### config.mk
export PLATFORM = sky130hd
export DESIGN_NAME = rc_pulse_capture_decoder
export DESIGN_NICKNAME = d
export VERILOG_FILES = /design/src/rtl/rcpd_pkg.sv /design/src/rtl/rc_pulse_capture_decoder.sv /design/src/rtl/rcpd_fifo.sv /design/src/rtl/rcpd_front.sv /design/src/rtl/rcpd_div.sv /design/src/rtl/rcpd_back.sv
export SDC_FILE = /design/constraint.sdc
export NUM_CORES = 1
export LEC_CHECK = 0
export BUFFER_PORTS_ARGS = -buffer_cell sky130_fd_sc_hd__buf_2
export CAP_MARGIN = 0
export CELL_PAD_IN_SITES_DETAIL_PLACEMENT = 1
export CELL_PAD_IN_SITES_GLOBAL_PLACEMENT = 2
export CORE_ASPECT_RATIO = 1.4
export CORE_MARGIN = 2
export CORE_UTILIZATION = 45
export DETAILED_ROUTE_END_ITERATION = 6
export PLACE_DENSITY = 0.94
export SYNTH_ARGS = -nofsm -noshare
export SYNTH_HDL_FRONTEND = slang
export SYNTH_SLANG_ARGS = --single-unit
### constraint.sdc
create_clock -name clk_i -period 10.82 [get_ports clk_i]
set_input_delay 2.164 -clock clk_i [delete_from_list [all_inputs] [get_ports clk_i]]
set_output_delay 2.164 -clock clk_i [all_outputs]
set_load 0.005 [all_outputs]
### src/rtl/rcpd_pkg.sv
// shared types and constants of the rc pulse capture decoder
`default_nettype none
package rcpd_pkg;

  localparam int unsigned TicksPerUsDefault = 2;
  localparam int unsigned QueueDepth        = 2;
  localparam int unsigned DutyScale         = 1000;
  localparam int unsigned FreqScale         = 1000000;
  localparam int unsigned DutyNumW          = 26;

  localparam logic [15:0] TimeoutReset = 16'd100;
  localparam logic [14:0] ThrMinReset  = 15'd1000;
  localparam logic [14:0] ThrMaxReset  = 15'd2000;

  typedef enum logic [1:0] {
    CMD_EDGE  = 2'd0,
    CMD_TICK  = 2'd1,
    CMD_CLEAR = 2'd2
  } cmd_e;

  typedef enum logic [7:0] {
    CFG_TIMEOUT = 8'd0,
    CFG_THR_MIN = 8'd1,
    CFG_THR_MAX = 8'd2
  } cfg_idx_e;

  // state snapshot handed from the front to the back
  typedef struct packed {
    logic [15:0] pw_ticks;
    logic [15:0] period_ticks;
    logic        ready;
    logic        lost;
    logic [31:0] elapsed;
  } snap_t;

  typedef struct packed {
    logic [14:0] thr_min;
    logic [14:0] thr_max;
  } thr_cfg_t;

endpackage
`default_nettype wire

### src/rtl/rc_pulse_capture_decoder.sv
// top level: configuration registers, front, queue and back of the pwm input decoder
// a request passes the queue, the bit-serial dividers of the back (dividend DIV_W bits,
//   26 or wider) and the result register
// the back takes a new request only when idle, after its divide and its result load;
//   a two-entry queue takes requests while the back divides or a result waits
// reset: front zero, queue empty, back idle, timeout 100 ms, throttle 1000-2000 us
`default_nettype none
module rc_pulse_capture_decoder
  import rcpd_pkg::*;
#(
  parameter int unsigned TicksPerUs = TicksPerUsDefault
) (
  input  wire         clk_i,
  input  wire         rst_ni,
  input  wire         in_valid_i,
  output logic        in_stall_o,
  input  wire  [1:0]  cmd_i,
  input  wire  [15:0] capture_stamp_i,
  output logic        out_valid_o,
  input  wire         out_stall_i,
  output logic [15:0] pulse_width_us_o,
  output logic [15:0] period_us_o,
  output logic [15:0] frequency_hz_o,
  output logic [15:0] raw_duty_permille_o,
  output logic [14:0] throttle_permille_o,
  output logic        data_ready_o,
  output logic        signal_lost_o,
  output logic [31:0] elapsed_ms_o,
  input  wire         cfg_valid_i,
  output logic        cfg_ready_o,
  input  wire  [7:0]  cfg_index_i,
  input  wire  [15:0] cfg_data_i
);

  logic [15:0] timeout_q;
  thr_cfg_t    thr_cfg_q;
  logic        q_full, q_empty, q_push, q_pop;
  snap_t       q_wdata, q_rdata;

  assign cfg_ready_o = 1'b1;

  always_ff @(posedge clk_i or negedge rst_ni) begin
    if (!rst_ni) begin
      timeout_q         <= TimeoutReset;
      thr_cfg_q.thr_min <= ThrMinReset;
      thr_cfg_q.thr_max <= ThrMaxReset;
    end else if (cfg_valid_i) begin
      unique case (cfg_index_i)
        CFG_TIMEOUT: timeout_q         <= cfg_data_i;
        CFG_THR_MIN: thr_cfg_q.thr_min <= cfg_data_i[14:0];
        CFG_THR_MAX: thr_cfg_q.thr_max <= cfg_data_i[14:0];
        default: ;
      endcase
    end
  end

  rcpd_front u_front (
    .clk_i, .rst_ni,
    .in_valid_i, .in_stall_o, .cmd_i, .capture_stamp_i,
    .timeout_i(timeout_q),
    .q_full_i(q_full), .q_push_o(q_push), .q_data_o(q_wdata)
  );

  rcpd_fifo #(.Depth(QueueDepth)) u_fifo (
    .clk_i, .rst_ni,
    .push_i(q_push), .push_data_i(q_wdata), .full_o(q_full),
    .pop_i(q_pop), .pop_data_o(q_rdata), .empty_o(q_empty)
  );

  rcpd_back #(.TicksPerUs(TicksPerUs)) u_back (
    .clk_i, .rst_ni,
    .q_empty_i(q_empty), .q_data_i(q_rdata), .q_pop_o(q_pop),
    .thr_cfg_i(thr_cfg_q),
    .out_valid_o, .out_stall_i,
    .pulse_width_us_o, .period_us_o, .frequency_hz_o, .raw_duty_permille_o,
    .throttle_permille_o, .data_ready_o, .signal_lost_o, .elapsed_ms_o
  );

endmodule
`default_nettype wire

### src/rtl/rcpd_fifo.sv
// short register queue between the front and the back
`default_nettype none
module rcpd_fifo
  import rcpd_pkg::*;
#(
  parameter int unsigned Depth = QueueDepth
) (
  input  wire   clk_i,
  input  wire   rst_ni,
  input  wire   push_i,
  input  snap_t push_data_i,
  output logic  full_o,
  input  wire   pop_i,
  output snap_t pop_data_o,
  output logic  empty_o
);

  localparam int unsigned PtrW = (Depth > 1) ? $clog2(Depth) : 1;
  localparam int unsigned CntW = $clog2(Depth + 1);

  snap_t            mem_q [Depth];
  logic [PtrW-1:0]  wr_ptr_q, wr_ptr_d, rd_ptr_q, rd_ptr_d;
  logic [CntW-1:0]  cnt_q, cnt_d;

  assign full_o     = (cnt_q == CntW'(Depth));
  assign empty_o    = (cnt_q == '0);
  assign pop_data_o = mem_q[rd_ptr_q];

  always_comb begin
    wr_ptr_d = wr_ptr_q;
    rd_ptr_d = rd_ptr_q;
    cnt_d    = cnt_q;
    if (push_i) begin
      wr_ptr_d = (wr_ptr_q == PtrW'(Depth - 1)) ? '0 : wr_ptr_q + PtrW'(1);
    end
    if (pop_i) begin
      rd_ptr_d = (rd_ptr_q == PtrW'(Depth - 1)) ? '0 : rd_ptr_q + PtrW'(1);
    end
    if (push_i && !pop_i) begin
      cnt_d = cnt_q + CntW'(1);
    end else if (pop_i && !push_i) begin
      cnt_d = cnt_q - CntW'(1);
    end
  end

  always_ff @(posedge clk_i or negedge rst_ni) begin
    if (!rst_ni) begin
      wr_ptr_q <= '0;
      rd_ptr_q <= '0;
      cnt_q    <= '0;
    end else begin
      wr_ptr_q <= wr_ptr_d;
      rd_ptr_q <= rd_ptr_d;
      cnt_q    <= cnt_d;
    end
  end

  always_ff @(posedge clk_i) begin
    if (push_i) begin
      mem_q[wr_ptr_q] <= push_data_i;
    end
  end

  a_no_push_full: assert property (@(posedge clk_i) disable iff (!rst_ni)
    push_i |-> !full_o) else $error("queue written while full");
  a_no_pop_empty: assert property (@(posedge clk_i) disable iff (!rst_ni)
    pop_i |-> !empty_o) else $error("queue read while empty");

endmodule
`default_nettype wire

### src/rtl/rcpd_front.sv
// front: accepts requests, applies edge, tick and clear commands, snapshots state
`default_nettype none
module rcpd_front
  import rcpd_pkg::*;
(
  input  wire         clk_i,
  input  wire         rst_ni,
  input  wire         in_valid_i,
  output logic        in_stall_o,
  input  wire  [1:0]  cmd_i,
  input  wire  [15:0] capture_stamp_i,
  input  wire  [15:0] timeout_i,
  input  wire         q_full_i,
  output logic        q_push_o,
  output snap_t       q_data_o
);

  logic [15:0] rising_q, rising_d;
  logic [15:0] pw_q, pw_d;
  logic [15:0] period_q, period_d;
  logic        await_fall_q, await_fall_d;
  logic        ready_q, ready_d;
  logic [31:0] ms_q, ms_d;
  logic [31:0] last_q, last_d;
  logic        accept;
  logic [31:0] since_pulse;

  assign in_stall_o = q_full_i;
  assign accept     = in_valid_i && !q_full_i;
  assign q_push_o   = accept;

  always_comb begin
    rising_d     = rising_q;
    pw_d         = pw_q;
    period_d     = period_q;
    await_fall_d = await_fall_q;
    ready_d      = ready_q;
    ms_d         = ms_q;
    last_d       = last_q;
    if (accept) begin
      case (cmd_i)
        CMD_EDGE: begin
          if (!await_fall_q) begin
            period_d     = capture_stamp_i - rising_q;
            rising_d     = capture_stamp_i;
            await_fall_d = 1'b1;
          end else begin
            pw_d         = capture_stamp_i - rising_q;
            await_fall_d = 1'b0;
            ready_d      = 1'b1;
            last_d       = ms_q;
          end
        end
        CMD_TICK:  ms_d = ms_q + 32'd1;
        CMD_CLEAR: ready_d = 1'b0;
        default: ;
      endcase
    end
  end

  // wrapping age of the last pulse
  assign since_pulse = ms_d - last_d;

  always_comb begin
    q_data_o.pw_ticks     = pw_d;
    q_data_o.period_ticks = period_d;
    q_data_o.ready        = ready_d;
    q_data_o.lost         = (since_pulse > {16'd0, timeout_i});
    q_data_o.elapsed      = ms_d;
  end

  always_ff @(posedge clk_i or negedge rst_ni) begin
    if (!rst_ni) begin
      rising_q     <= '0;
      pw_q         <= '0;
      period_q     <= '0;
      await_fall_q <= 1'b0;
      ready_q      <= 1'b0;
      ms_q         <= '0;
      last_q       <= '0;
    end else begin
      rising_q     <= rising_d;
      pw_q         <= pw_d;
      period_q     <= period_d;
      await_fall_q <= await_fall_d;
      ready_q      <= ready_d;
      ms_q         <= ms_d;
      last_q       <= last_d;
    end
  end

endmodule
`default_nettype wire

### src/rtl/rcpd_div.sv
// one restoring divider lane, one quotient bit per step
`default_nettype none
module rcpd_div #(
  parameter int unsigned DivW = 26
) (
  input  wire             clk_i,
  input  wire             start_i,
  input  wire             step_i,
  input  wire  [DivW-1:0] dividend_i,
  input  wire  [15:0]     divisor_i,
  output logic [DivW-1:0] quotient_o
);

  logic [15:0]     rem_q, rem_d;
  logic [DivW-1:0] quo_q, quo_d;
  logic [15:0]     dvs_q;
  logic [16:0]     trial;
  logic            fits;

  // quotient bits shift in as dividend bits shift out
  assign trial = {rem_q, quo_q[DivW-1]};
  assign fits  = (trial >= {1'b0, dvs_q});

  always_comb begin
    rem_d = rem_q;
    quo_d = quo_q;
    if (start_i) begin
      rem_d = '0;
      quo_d = dividend_i;
    end else if (step_i) begin
      rem_d = fits ? 16'(trial - {1'b0, dvs_q}) : trial[15:0];
      quo_d = {quo_q[DivW-2:0], fits};
    end
  end

  always_ff @(posedge clk_i) begin
    rem_q <= rem_d;
    quo_q <= quo_d;
    if (start_i) begin
      dvs_q <= divisor_i;
    end
  end

  assign quotient_o = quo_q;

endmodule
`default_nettype wire

### src/rtl/rcpd_back.sv
// back: serial divides, throttle clamp and the result register
`default_nettype none
module rcpd_back
  import rcpd_pkg::*;
#(
  parameter int unsigned TicksPerUs = TicksPerUsDefault
) (
  input  wire         clk_i,
  input  wire         rst_ni,
  input  wire         q_empty_i,
  input  snap_t       q_data_i,
  output logic        q_pop_o,
  input  thr_cfg_t    thr_cfg_i,
  output logic        out_valid_o,
  input  wire         out_stall_i,
  output logic [15:0] pulse_width_us_o,
  output logic [15:0] period_us_o,
  output logic [15:0] frequency_hz_o,
  output logic [15:0] raw_duty_permille_o,
  output logic [14:0] throttle_permille_o,
  output logic        data_ready_o,
  output logic        signal_lost_o,
  output logic [31:0] elapsed_ms_o
);

  localparam int unsigned FreqNum  = TicksPerUs * FreqScale;
  localparam int unsigned FreqNumW = $clog2(FreqNum + 1);
  localparam int unsigned DivW     = (FreqNumW > DutyNumW) ? FreqNumW : DutyNumW;
  localparam int unsigned CntW     = $clog2(DivW);

  // rounded-up reciprocal of the tick rate, exact for any 16-bit tick count
  localparam int unsigned RecipShift = 24;
  localparam int unsigned RecipM     = (2 ** RecipShift + TicksPerUs - 1) / TicksPerUs;
  localparam logic [39:0] RecipMul   = 40'(RecipM);

  typedef enum logic [2:0] {
    S_IDLE = 3'b001,
    S_DIV  = 3'b010,
    S_FIN  = 3'b100
  } state_e;

  state_e          state_q, state_d;
  logic [CntW-1:0] cnt_q, cnt_d;
  logic            start, step, last_step, load_out;
  logic            ready_q, lost_q, per_zero_q;
  logic [31:0]     elapsed_q;
  logic [15:0]     pw_ticks_q, per_ticks_q;
  logic [39:0]     pw_prod, per_prod;
  logic [DivW-1:0] freq_quo, duty_quo;
  logic [DivW-1:0] duty_num;
  logic [15:0]     pw_us, per_us;
  logic [14:0]     span;
  logic [15:0]     over_min;
  logic [14:0]     thr;
  logic            out_valid_q, out_valid_d;

  logic [15:0] pw_us_q, per_us_q, freq_q, duty_q;
  logic [14:0] thr_q;
  logic        ready_out_q, lost_out_q;
  logic [31:0] elapsed_out_q;

  assign last_step = (cnt_q == CntW'(DivW - 1));
  assign start     = (state_q == S_IDLE) && !q_empty_i;
  assign step      = (state_q == S_DIV);
  assign q_pop_o   = start;
  assign load_out  = (state_q == S_FIN) && (!out_valid_q || !out_stall_i);
  assign duty_num  = DivW'(q_data_i.pw_ticks * 26'(DutyScale));

  rcpd_div #(.DivW(DivW)) u_div_freq (
    .clk_i, .start_i(start), .step_i(step),
    .dividend_i(DivW'(FreqNum)), .divisor_i(q_data_i.period_ticks),
    .quotient_o(freq_quo)
  );

  rcpd_div #(.DivW(DivW)) u_div_duty (
    .clk_i, .start_i(start), .step_i(step),
    .dividend_i(duty_num), .divisor_i(q_data_i.period_ticks),
    .quotient_o(duty_quo)
  );

  always_comb begin
    state_d = state_q;
    cnt_d   = cnt_q;
    unique case (state_q)
      S_IDLE: begin
        if (start) begin
          state_d = S_DIV;
          cnt_d   = '0;
        end
      end
      S_DIV: begin
        cnt_d = cnt_q + CntW'(1);
        if (last_step) begin
          state_d = S_FIN;
        end
      end
      S_FIN: begin
        if (load_out) begin
          state_d = S_IDLE;
        end
      end
      default: state_d = S_IDLE;
    endcase
  end

  // ticks to microseconds by reciprocal multiply
  assign pw_prod  = {24'd0, pw_ticks_q} * RecipMul;
  assign per_prod = {24'd0, per_ticks_q} * RecipMul;
  assign pw_us    = pw_prod[RecipShift +: 16];
  assign per_us   = per_prod[RecipShift +: 16];

  // throttle: width above minimum, limited to the span
  assign span     = (thr_cfg_i.thr_max > thr_cfg_i.thr_min) ?
                    thr_cfg_i.thr_max - thr_cfg_i.thr_min : '0;
  assign over_min = (pw_us > {1'b0, thr_cfg_i.thr_min}) ?
                    pw_us - {1'b0, thr_cfg_i.thr_min} : '0;
  assign thr      = (over_min > {1'b0, span}) ? span : over_min[14:0];

  always_comb begin
    out_valid_d = out_valid_q;
    if (load_out) begin
      out_valid_d = 1'b1;
    end else if (!out_stall_i) begin
      out_valid_d = 1'b0;
    end
  end

  always_ff @(posedge clk_i or negedge rst_ni) begin
    if (!rst_ni) begin
      state_q     <= S_IDLE;
      cnt_q       <= '0;
      out_valid_q <= 1'b0;
    end else begin
      state_q     <= state_d;
      cnt_q       <= cnt_d;
      out_valid_q <= out_valid_d;
    end
  end

  always_ff @(posedge clk_i) begin
    if (start) begin
      ready_q     <= q_data_i.ready;
      lost_q      <= q_data_i.lost;
      elapsed_q   <= q_data_i.elapsed;
      per_zero_q  <= (q_data_i.period_ticks == '0);
      pw_ticks_q  <= q_data_i.pw_ticks;
      per_ticks_q <= q_data_i.period_ticks;
    end
    if (load_out) begin
      pw_us_q       <= pw_us;
      per_us_q      <= per_us;
      freq_q        <= per_zero_q ? '0 :
                       (|freq_quo[DivW-1:16]) ? 16'hFFFF : freq_quo[15:0];
      duty_q        <= per_zero_q ? '0 :
                       (|duty_quo[DivW-1:16]) ? 16'hFFFF : duty_quo[15:0];
      thr_q         <= thr;
      ready_out_q   <= ready_q;
      lost_out_q    <= lost_q;
      elapsed_out_q <= elapsed_q;
    end
  end

  assign out_valid_o         = out_valid_q;
  assign pulse_width_us_o    = pw_us_q;
  assign period_us_o         = per_us_q;
  assign frequency_hz_o      = freq_q;
  assign raw_duty_permille_o = duty_q;
  assign throttle_permille_o = thr_q;
  assign data_ready_o        = ready_out_q;
  assign signal_lost_o       = lost_out_q;
  assign elapsed_ms_o        = elapsed_out_q;

  a_div_done: assert property (@(posedge clk_i) disable iff (!rst_ni)
    (state_q == S_DIV && last_step) |=> state_q == S_FIN)
    else $error("divide did not finish after its last step");
  a_no_pop_busy: assert property (@(posedge clk_i) disable iff (!rst_ni)
    q_pop_o |-> state_q == S_IDLE) else $error("queue popped while busy");
  a_result_held: assert property (@(posedge clk_i) disable iff (!rst_ni)
    (out_valid_q && out_stall_i) |=> out_valid_q && $stable(thr_q))
    else $error("stalled result overwritten");

endmodule
`default_nettype wire
==> summary.txt, run 1 <==
Timing
  • Setup_tns: 0 ns
  • Final Hold Vio Count: 0
  • Final-report setup violation count: 0
  • Slew Viols, Final: 0
  • RSZ-0062 raised after global routing: false
  • Final min period: 7.40 ns
  • Fmax: 135 MHz
  • Slew @ Worst Pin: 1.32 ns
  • Relative slew slack: 11.8%
  • Setup Skew: 0.0252 ns
  • Fin crit share: 68.4%

Run status
  • Status: completed

Synthesis
  • Syn Inst Count: 2,598
  • Largest family of logic cells by synthesized area: adder cells
  • Mapped Avg Cell Area: 11.4 sq um
  • Number of synthesized register bits: 566
  • Synth top area share: 33.6%
  • Yosys warnings: 0
  • Ys flop type: edfxtp_1
  • Synth Area in Adders: 12.3%
  • Synth Area in Compound Gates: 9.79%
  • Post-synthesis xor/xnor area fraction: 3.81%
  • Number of flops mapped to enable cells by yosys: 332
  • Post-Synth Simple-Gate Area: 10.3%
  • Synth area leaders: edfxtp_1 (34%), dfrtp_1 (13%), ha_1 (8.3%)
  • Synth cell types: 81
  • Syn Std Cell Area: 29,600 sq um
  • Register area share after synthesis: 52.4%
  • Async SR Flop Fraction: 30.6%
  • Area leader, netlist: edfxtp_1
  • Mux share of post-synthesis cell area: 7.22%

Cells and area
  • Most frequent cells in the layout: edfxtp_1 (332), inv_1 (236), nand2_1 (234), nor2_1 (196), ha_1 (196)
  • Fill count: 6,982
  • Area delta synth->final: 12.4%
  • Fin util: 51.1%
  • Nets: 3,059
  • Final Non-Filler Cells: 3,651
  • Share of layout cells above drive strength 1: 15.7%
  • Most common cell after layout, fill and taps aside: edfxtp_1

Global route
  • Largest net degree at the start of global routing: 86
  • GR Overflow Total: 0
  • Total GRT Usage: 23.3%
  • Vias in the first global route: 22,600
  • Initial antenna violation count: 7
  • First-pass GRT wire length: 124 mm

Min path
  • Worst hold path class: reg2reg
  • Hold_sp: u_back.elapsed_q[25]
  • Hold Path End: u_back.elapsed_ms_o[25]
  • WHS Path Cells: 0

Detailed routing
  • Initial DRC count: 936
  • Final ANT Viol Nets: 0
  • DRC: 0
  • Drt via density: 5.53
  • WL per Instance: 21.6 um
  • 1st-pass router iterations: 5
  • Routed wire length: 78.8 mm
  • Vias: 20,200

Die
  • Die Wd: 221 um
  • Die Area: 68,000 sq um
  • Initial core utilization: 45.4%
  • IO Pins: 163
  • Core ar.: 65,300 sq um
  • FP Rows: 111
  • Die Ht: 308 um

Critical path
  • Critical path launch point type: input pin
  • Worst Path Buf+Inv: 2
  • Worst-case reg-to-reg path depth: 20
  • Worst Setup End Kind: register
  • Worst-path fanout max: 28
  • WP data arrival: 7.75 ns
  • Worst EP required: 11.17 ns
  • Delay-heaviest family, CP: compound AO/OA/AOI/OAI gates
  • Most used cell, CP: a21oi_1
  • Reg-to-reg endpoint: u_back.u_div_duty.quotient_o[25]
  • CP max stage cell: and3_2
  • CP max stage delay: 0.85 ns
  • WS Path Type: in2reg
  • Worst reg-to-reg setup slack: 3.47 ns
  • Launching point of the worst reg2reg path: u_fifo.rd_ptr_q

Clock tree
  • Cts hold-fix bufs: 0
  • CTS Buf Count: 56
  • Clock tree buffer depth: 3
  • Clk sinks: 566
  • Reg clk slew, reported paths: 0.07 ns
  • CTS tree: yes
  • Clock Tree Root: clkbuf_16
  • Post-CTS setup buffer count: 0
  • PostCTS Resize Cnt: 0
  • H-tree depth: 2
  • Worst-Skew Late Latency: 0.64 ns

Place
  • Placed wire-length estimate: 59.0 mm
  • Global placement routability congestion: 0.933
  • I/O Buffers: 159
  • Placed Cells: 3,545

Flow run
  • Number of max-cap violations: 0
## stage by stage
| stage | setup WS, ns | area, sq um | hold slack (ns) |
|---|---|---|---|
| 2_1_floorplan | 2.67 | 29600 | 0.400 |
| 3_3_place_gp | 2.95 | 31400 | 0.403 |
| 3_5_place_dp | 2.75 | 31400 | 0.406 |
| 4_1_cts | 3.43 | 33300 | 0.419 |
| 5_1_grt | 2.88 | 33300 | 0.427 |
| 6_report | 3.42 | 33300 | 0.417 |
## synthesized netlist by cell type, types with 18 or more instances
| master | n |
|---|---|
| nand2_1 | 234 |
| ha_1 | 196 |
| or3_1 | 19 |
| a21oi_1 | 115 |
| nor2_1 | 197 |
| clkbuf_1 | 57 |
| xnor2_1 | 82 |
| fa_1 | 60 |
| nor3_1 | 39 |
| o21ai_0 | 160 |
| nand3_1 | 43 |
| inv_1 | 237 |
| nand4_1 | 31 |
| a21o_1 | 43 |
| o21bai_1 | 18 |
| edfxtp_1 | 332 |
| mux2i_1 | 83 |
| xor2_1 | 47 |
| dfrtp_1 | 157 |
| nor2b_1 | 22 |
| mux2_2 | 115 |
| dfxtp_1 | 61 |
## cell type report
| class | instances | area [sq um] | share of cell area (%) |
|---|---|---|---|
| clock buffers | 68 | 1540 | 4.63 |
| repair buffers | 178 | 945 | 2.83 |
| diodes | 1 | 2.50 | 0.00751 |
| well taps | 847 | 1060 | 3.18 |
| inverters | 237 | 891 | 2.67 |
| flip-flops and latches | 566 | 15500 | 46.6 |
| multi-input cells | 1717 | 12900 | 38.8 |
| clock inverters | 37 | 423 | 1.27 |
## layer usage
| layer | GRT usage (%) | wire length (um) |
|---|---|---|
| met1 | 25.5 | 30300 |
| met2 | 44.5 | 42700 |
| met3 | 2.92 | 2270 |
| met4 | 10.6 | 3460 |
| met5 | 0 | 42 |
## sequential cells by signal, indices dropped and copies added (netlist names), 26 cells and up
signal,cells
u_front.last_q,32
thr_cfg_q,30
u_fifo.mem_q,132
u_back.elapsed_ms_o,32
u_back.u_div_duty.quotient_o,26
u_back.u_div_freq.quotient_o,26
u_front.ms_q,32
u_back.elapsed_q,32
## how the worst max path moves through the flow
stage / from / endpoint / slack, ns / depth (start not counted)
floorplan: out_stall_i / u_back.data_ready_o / 2.67 / 1
global placement: cmd_i[1] / u_fifo.mem_q[0][32] / 2.95 / 28
detailed placement: cmd_i[1] / u_fifo.mem_q[1][32] / 2.75 / 26
CTS: cmd_i[1] / u_fifo.mem_q[1][32] / 3.43 / 26
global route: cmd_i[1] / u_fifo.mem_q[0][32] / 2.88 / 27
finish: cmd_i[1] / u_fifo.mem_q[1][32] / 3.42 / 26
## cell families (layout without fill, tap and decap cells)
| kind of cell | after synthesis | after routing |
|---|---|---|
| AO/OA/AOI/OAI | 468 | 468 |
| XOR/XNOR | 129 | 129 |
| adder cells (fa/ha/maj) | 256 | 256 |
| buffers and inverters | 316 | 520 |
| flip-flops | 566 | 566 |
| multiplexers | 199 | 199 |
| other | 2 | 4 |
| AND/OR/NAND/NOR | 662 | 662 |
Power of run 1 is left out: the tool's default activity adds up to more than one toggle a clock period on the data nets, which glitch-free logic cannot reach.
==> run 2, diff against run 1 <==
--- a/config.mk
+++ b/config.mk
@@ -5,15 +5,16 @@
 export SDC_FILE = /design/constraint.sdc
 export NUM_CORES = 1
 export LEC_CHECK = 0
+export ABC_AREA = 1
 export BUFFER_PORTS_ARGS = -buffer_cell sky130_fd_sc_hd__buf_2
 export CAP_MARGIN = 0
 export CELL_PAD_IN_SITES_DETAIL_PLACEMENT = 1
 export CELL_PAD_IN_SITES_GLOBAL_PLACEMENT = 2
 export CORE_ASPECT_RATIO = 1.4
 export CORE_MARGIN = 2
-export CORE_UTILIZATION = 45
+export CORE_UTILIZATION = 40
 export DETAILED_ROUTE_END_ITERATION = 6
-export PLACE_DENSITY = 0.94
+export PLACE_DENSITY = 0.89
 export SYNTH_ARGS = -nofsm -noshare
 export SYNTH_HDL_FRONTEND = slang
 export SYNTH_SLANG_ARGS = --single-unit
==> constraint.sdc (replaced) <==
create_clock -name clk_i -period 7.7 [get_ports clk_i]
set_input_delay 1.54 -clock clk_i [delete_from_list [all_inputs] [get_ports clk_i]]
set_output_delay 1.54 -clock clk_i [all_outputs]
set_load 0.005 [all_outputs]
==> run 2 against run 1 <==
Net effect: first-iteration DRC count grew 4.0%; worst setup slack worse by 2.2 ns; via count rose by 8.5%; worst hold slack is essentially flat; clock skew fell by 0.0093 ns; global-route usage shrank 2.0 points; synthesized cell count increased by 19%; register-to-register slack lost 2.3 ns; critical path type is now reg2reg; highest routed layer unchanged.
==> summary.txt, run 2 <==
Critical path
  • Reg-to-reg endpoint: u_back.u_div_duty.quotient_o[21]
  • Worst EP required: 8.08 ns (-3.09 ns)
  • Launching point of the worst reg2reg path: u_fifo.rd_ptr_q
  • WP data arrival: 6.91 ns (-0.84 ns)
  • CP max stage cell: dfrtp_2
  • Worst-case reg-to-reg path depth: 22 (+10%)
  • Most used cell, CP: o21ai_0
  • WS Path Type: reg2reg
  • Critical path cell sequence: inv_2 > or2_2 > o21ai_0 > inv_1 > fa_1 > inv_1 > fa_1 > fa_1 > fa_1 > inv_1 > ha_1 > nand2_1 > o21ai_0 > nand2_1 > o211ai_1 > a31oi_1 > o21ai_0 > a21boi_0 > o21ai_0 > nand2_1 > nand2_1 > o21ai_0
  • Delay-heaviest family, CP: adder cells
  • Worst Path Buf+Inv: 4 (+2)
  • Worst reg-to-reg setup slack: 1.17 ns (-2.30 ns)
  • CP Launch Point: u_fifo.rd_ptr_q
  • Critical path launch point type: register
  • Worst Setup End Kind: register
  • CP max stage delay: 0.74 ns (-0.11 ns)
  • Worst-path fanout max: 44 (+57%)

Synthesis
  • Syn Inst Count: 3,089 (+19%)
  • Mapped Avg Cell Area: 9.70 sq um (-15%)
  • Synth cell types: 68 (-16%)
  • Ys flop type: edfxtp_1
  • Top-count cell post-synth: nand2_1
  • Yosys warnings: 0 (unchanged)
  • Synth area leaders: edfxtp_1 (33%), dfrtp_1 (13%), nand2_1 (8.6%)
  • Number of flops mapped to enable cells by yosys: 332 (unchanged)
  • Synth top area share: 33.3% (-0.37 points)
  • Register area share after synthesis: 51.9% (-0.57 points)
  • Commonest cells in the netlist: nand2_1 (685), inv_1 (446), edfxtp_1 (332)
  • Area leader, netlist: edfxtp_1
  • Async SR Flop Fraction: 30.6% (unchanged)
  • Syn Std Cell Area: 30,000 sq um (+1.1%)
  • Number of synthesized register bits: 566 (unchanged)

Flow run
  • Number of max-cap violations: 0 (unchanged)

Cells and area
  • Ant. Diodes: 0 (-1)
  • Area of the multi-input gates: 12,500 sq um (-3.4%)
  • Nets: 3,558 (+16%)
  • Area delta synth->final: 13.4%
  • Fill count: 8,415 (+21%)
  • Reg area: 15,500 sq um (unchanged)
  • Most frequent cells in the layout: nand2_1 (685), inv_1 (445), edfxtp_1 (332), o21ai_0 (254), ha_1 (196)
  • Largest register by flop count: u_fifo.mem_q
  • Final Non-Filler Cells: 4,264 (+17%)
  • Share of layout cells above drive strength 1: 12.1% (-3.6 points)
  • Max FFs per register: 132 (unchanged)
  • Most common cell after layout, fill and taps aside: nand2_1

Clock tree
  • PostCTS Resize Cnt: 0 (unchanged)
  • CTS tree: yes
  • H-tree depth: 2 (unchanged)
  • Worst-Skew Late Latency: 0.63 ns (about the same)
  • CTS Buf Count: 57 (+1.8%)
  • Clock Tree Root: clkbuf_16
  • Reg clk slew, reported paths: 0.07 ns (about the same)
  • Post-CTS setup buffer count: 0 (unchanged)
  • Clock tree buffer depth: 3 (unchanged)
  • Clk sinks: 566 (unchanged)
  • Cts hold-fix bufs: 0 (unchanged)

Timing
  • Setup Skew: 0.0159 ns (-0.00932 ns)
  • Fin worst setup slack: 1.17 ns (-2.24 ns)
  • Relative slew slack: 17.6% (+5.8 points)
  • Slew Viols, Final: 0 (unchanged)
  • Fin crit share: 84.8%
  • Final min period: 6.53 ns
  • RSZ-0062 raised after global routing: false
  • Fmax: 153 MHz
  • Slew @ Worst Pin: 1.22 ns (-0.0939 ns)
  • Setup_tns: 0 ns (unchanged)
  • Final-report setup violation count: 0 (unchanged)
  • Final Hold Vio Count: 0 (unchanged)

Detailed routing
  • WL per Instance: 19.1 um (-12%)
  • DRC: 0 (unchanged)
  • Final ANT Viol Nets: 0 (unchanged)
  • Vias: 21,900 (+8.5%)
  • Routed wire length: 81.3 mm (+3.2%)
  • 1st-pass router iterations: 5 (unchanged)
  • Drt via density: 5.13 (-7.1%)
  • Initial DRC count: 973 (+4.0%)

Global route
  • Largest net degree at the start of global routing: 153 (+78%)
  • First-pass GRT wire length: 129 mm (+4.0%)
  • GR Overflow Total: 0 (unchanged)
  • Vias in the first global route: 23,800 (+5.2%)
  • Total GRT Usage: 21.2% (-2.0 points)
  • Initial antenna violation count: 1 (-6)

Die
  • Core ar.: 74,100 sq um (+14%)
  • IO Pins: 163 (unchanged)
  • FP Rows: 118 (+6.3%)
  • Die Area: 77,200 sq um (+14%)
  • Die Ht: 328 um (+6.6%)
  • Initial core utilization: 40.4% (-5.0 points)
  • Die Wd: 235 um (+6.5%)

Run status
  • Status: completed

Place
  • Setup WS pre-CTS: 1.12 ns (-1.63 ns)
  • Placed Cells: 4,156 (+17%)
  • I/O Buffers: 159 (unchanged)
  • Placed wire-length estimate: 60.8 mm (+3.1%)
  • Global placement routability congestion: 0.872 (-6.5%)

Min path
  • WHS Path Cells: 0 (unchanged)
  • Worst hold path class: reg2reg
  • Hold_sp: u_back.elapsed_q[24]
  • Hold Path End: u_back.elapsed_ms_o[24]
[run 2: logic make-up (layout without fill, tap and decap cells)]
logic type	after synthesis	after routing	share of synthesized area (%)
compound gates	535	535	9.94
xor+xnor	103	103	3.01
fa+ha+maj	256	256	12.2
buf+inv	521	735	6.70
flops	566	566	51.9
mux	7	7	0.238
other cells	2	3	0.0251
simple gates	1099	1099	16.0
[run 2: layer usage]
| metal | up-vias | GRT usage [%] | share of wire [%] |
|---|---|---|---|
| li1 | 10600 | - | - |
| met1 | 10900 | 24.7 | 41 |
| met2 | 272 | 40.6 | 53 |
| met3 | 132 | 2.33 | 2.5 |
| met4 | 2 | 7.02 | 3.1 |
| met5 | - | 0 | 0.016 |
[run 2: worst register-to-register path, cell delays in order, from the launching register on]
cell and delay [ns]:
dfrtp_2 0.74, inv_2 0.46, or2_2 0.40, o21ai_0 0.26, inv_1 0.29, fa_1 0.60
inv_1 0.06, fa_1 0.53, fa_1 0.45, fa_1 0.53, inv_1 0.05, ha_1 0.38
nand2_1 0.10, o21ai_0 0.17, nand2_1 0.07, o211ai_1 0.12, a31oi_1 0.10, o21ai_0 0.31
a21boi_0 0.20, o21ai_0 0.25, nand2_1 0.08, nand2_1 0.06, o21ai_0 0.07
[run 2: how the worst max path moves through the flow]
stage | end | slack (ns) | cells past startpoint
after floorplan | u_back.data_ready_o | 0.86 | 3
after global placement | u_back.u_div_duty.quotient_o[21] | 1.27 | 22
after detailed placement | u_fifo.mem_q[0][32] | 1.12 | 30
after CTS | u_back.u_div_duty.quotient_o[21] | 1.13 | 22
after global routing | u_back.u_div_duty.quotient_o[21] | 0.64 | 22
final | u_back.u_div_duty.quotient_o[21] | 1.17 | 22
[run 2: through the flow]
step / hold WS [ns] / utilization, % / cell area [sq um]
after CTS: 0.420 / 45.8 / 34000
after detailed placement: 0.405 / 43.0 / 31900
after global placement: 0.402 / 43.0 / 31900
final: 0.417 / 45.8 / 34000
after global routing: 0.424 / 45.8 / 34000
after floorplan: 0.400 / - / 30000
[run 2: layout make-up]
class                           instances  area share, %
Clock buffer                           69           4.55
Clock inverter                         39           1.66
Inverter                              450           4.97
Multi-Input combinational cell       2003           36.7
Sequential cell                       566           45.7
Tap cell                              960           3.53
Timing Repair Buffer                  177           2.83
Power of run 2 is left out for the same reason.
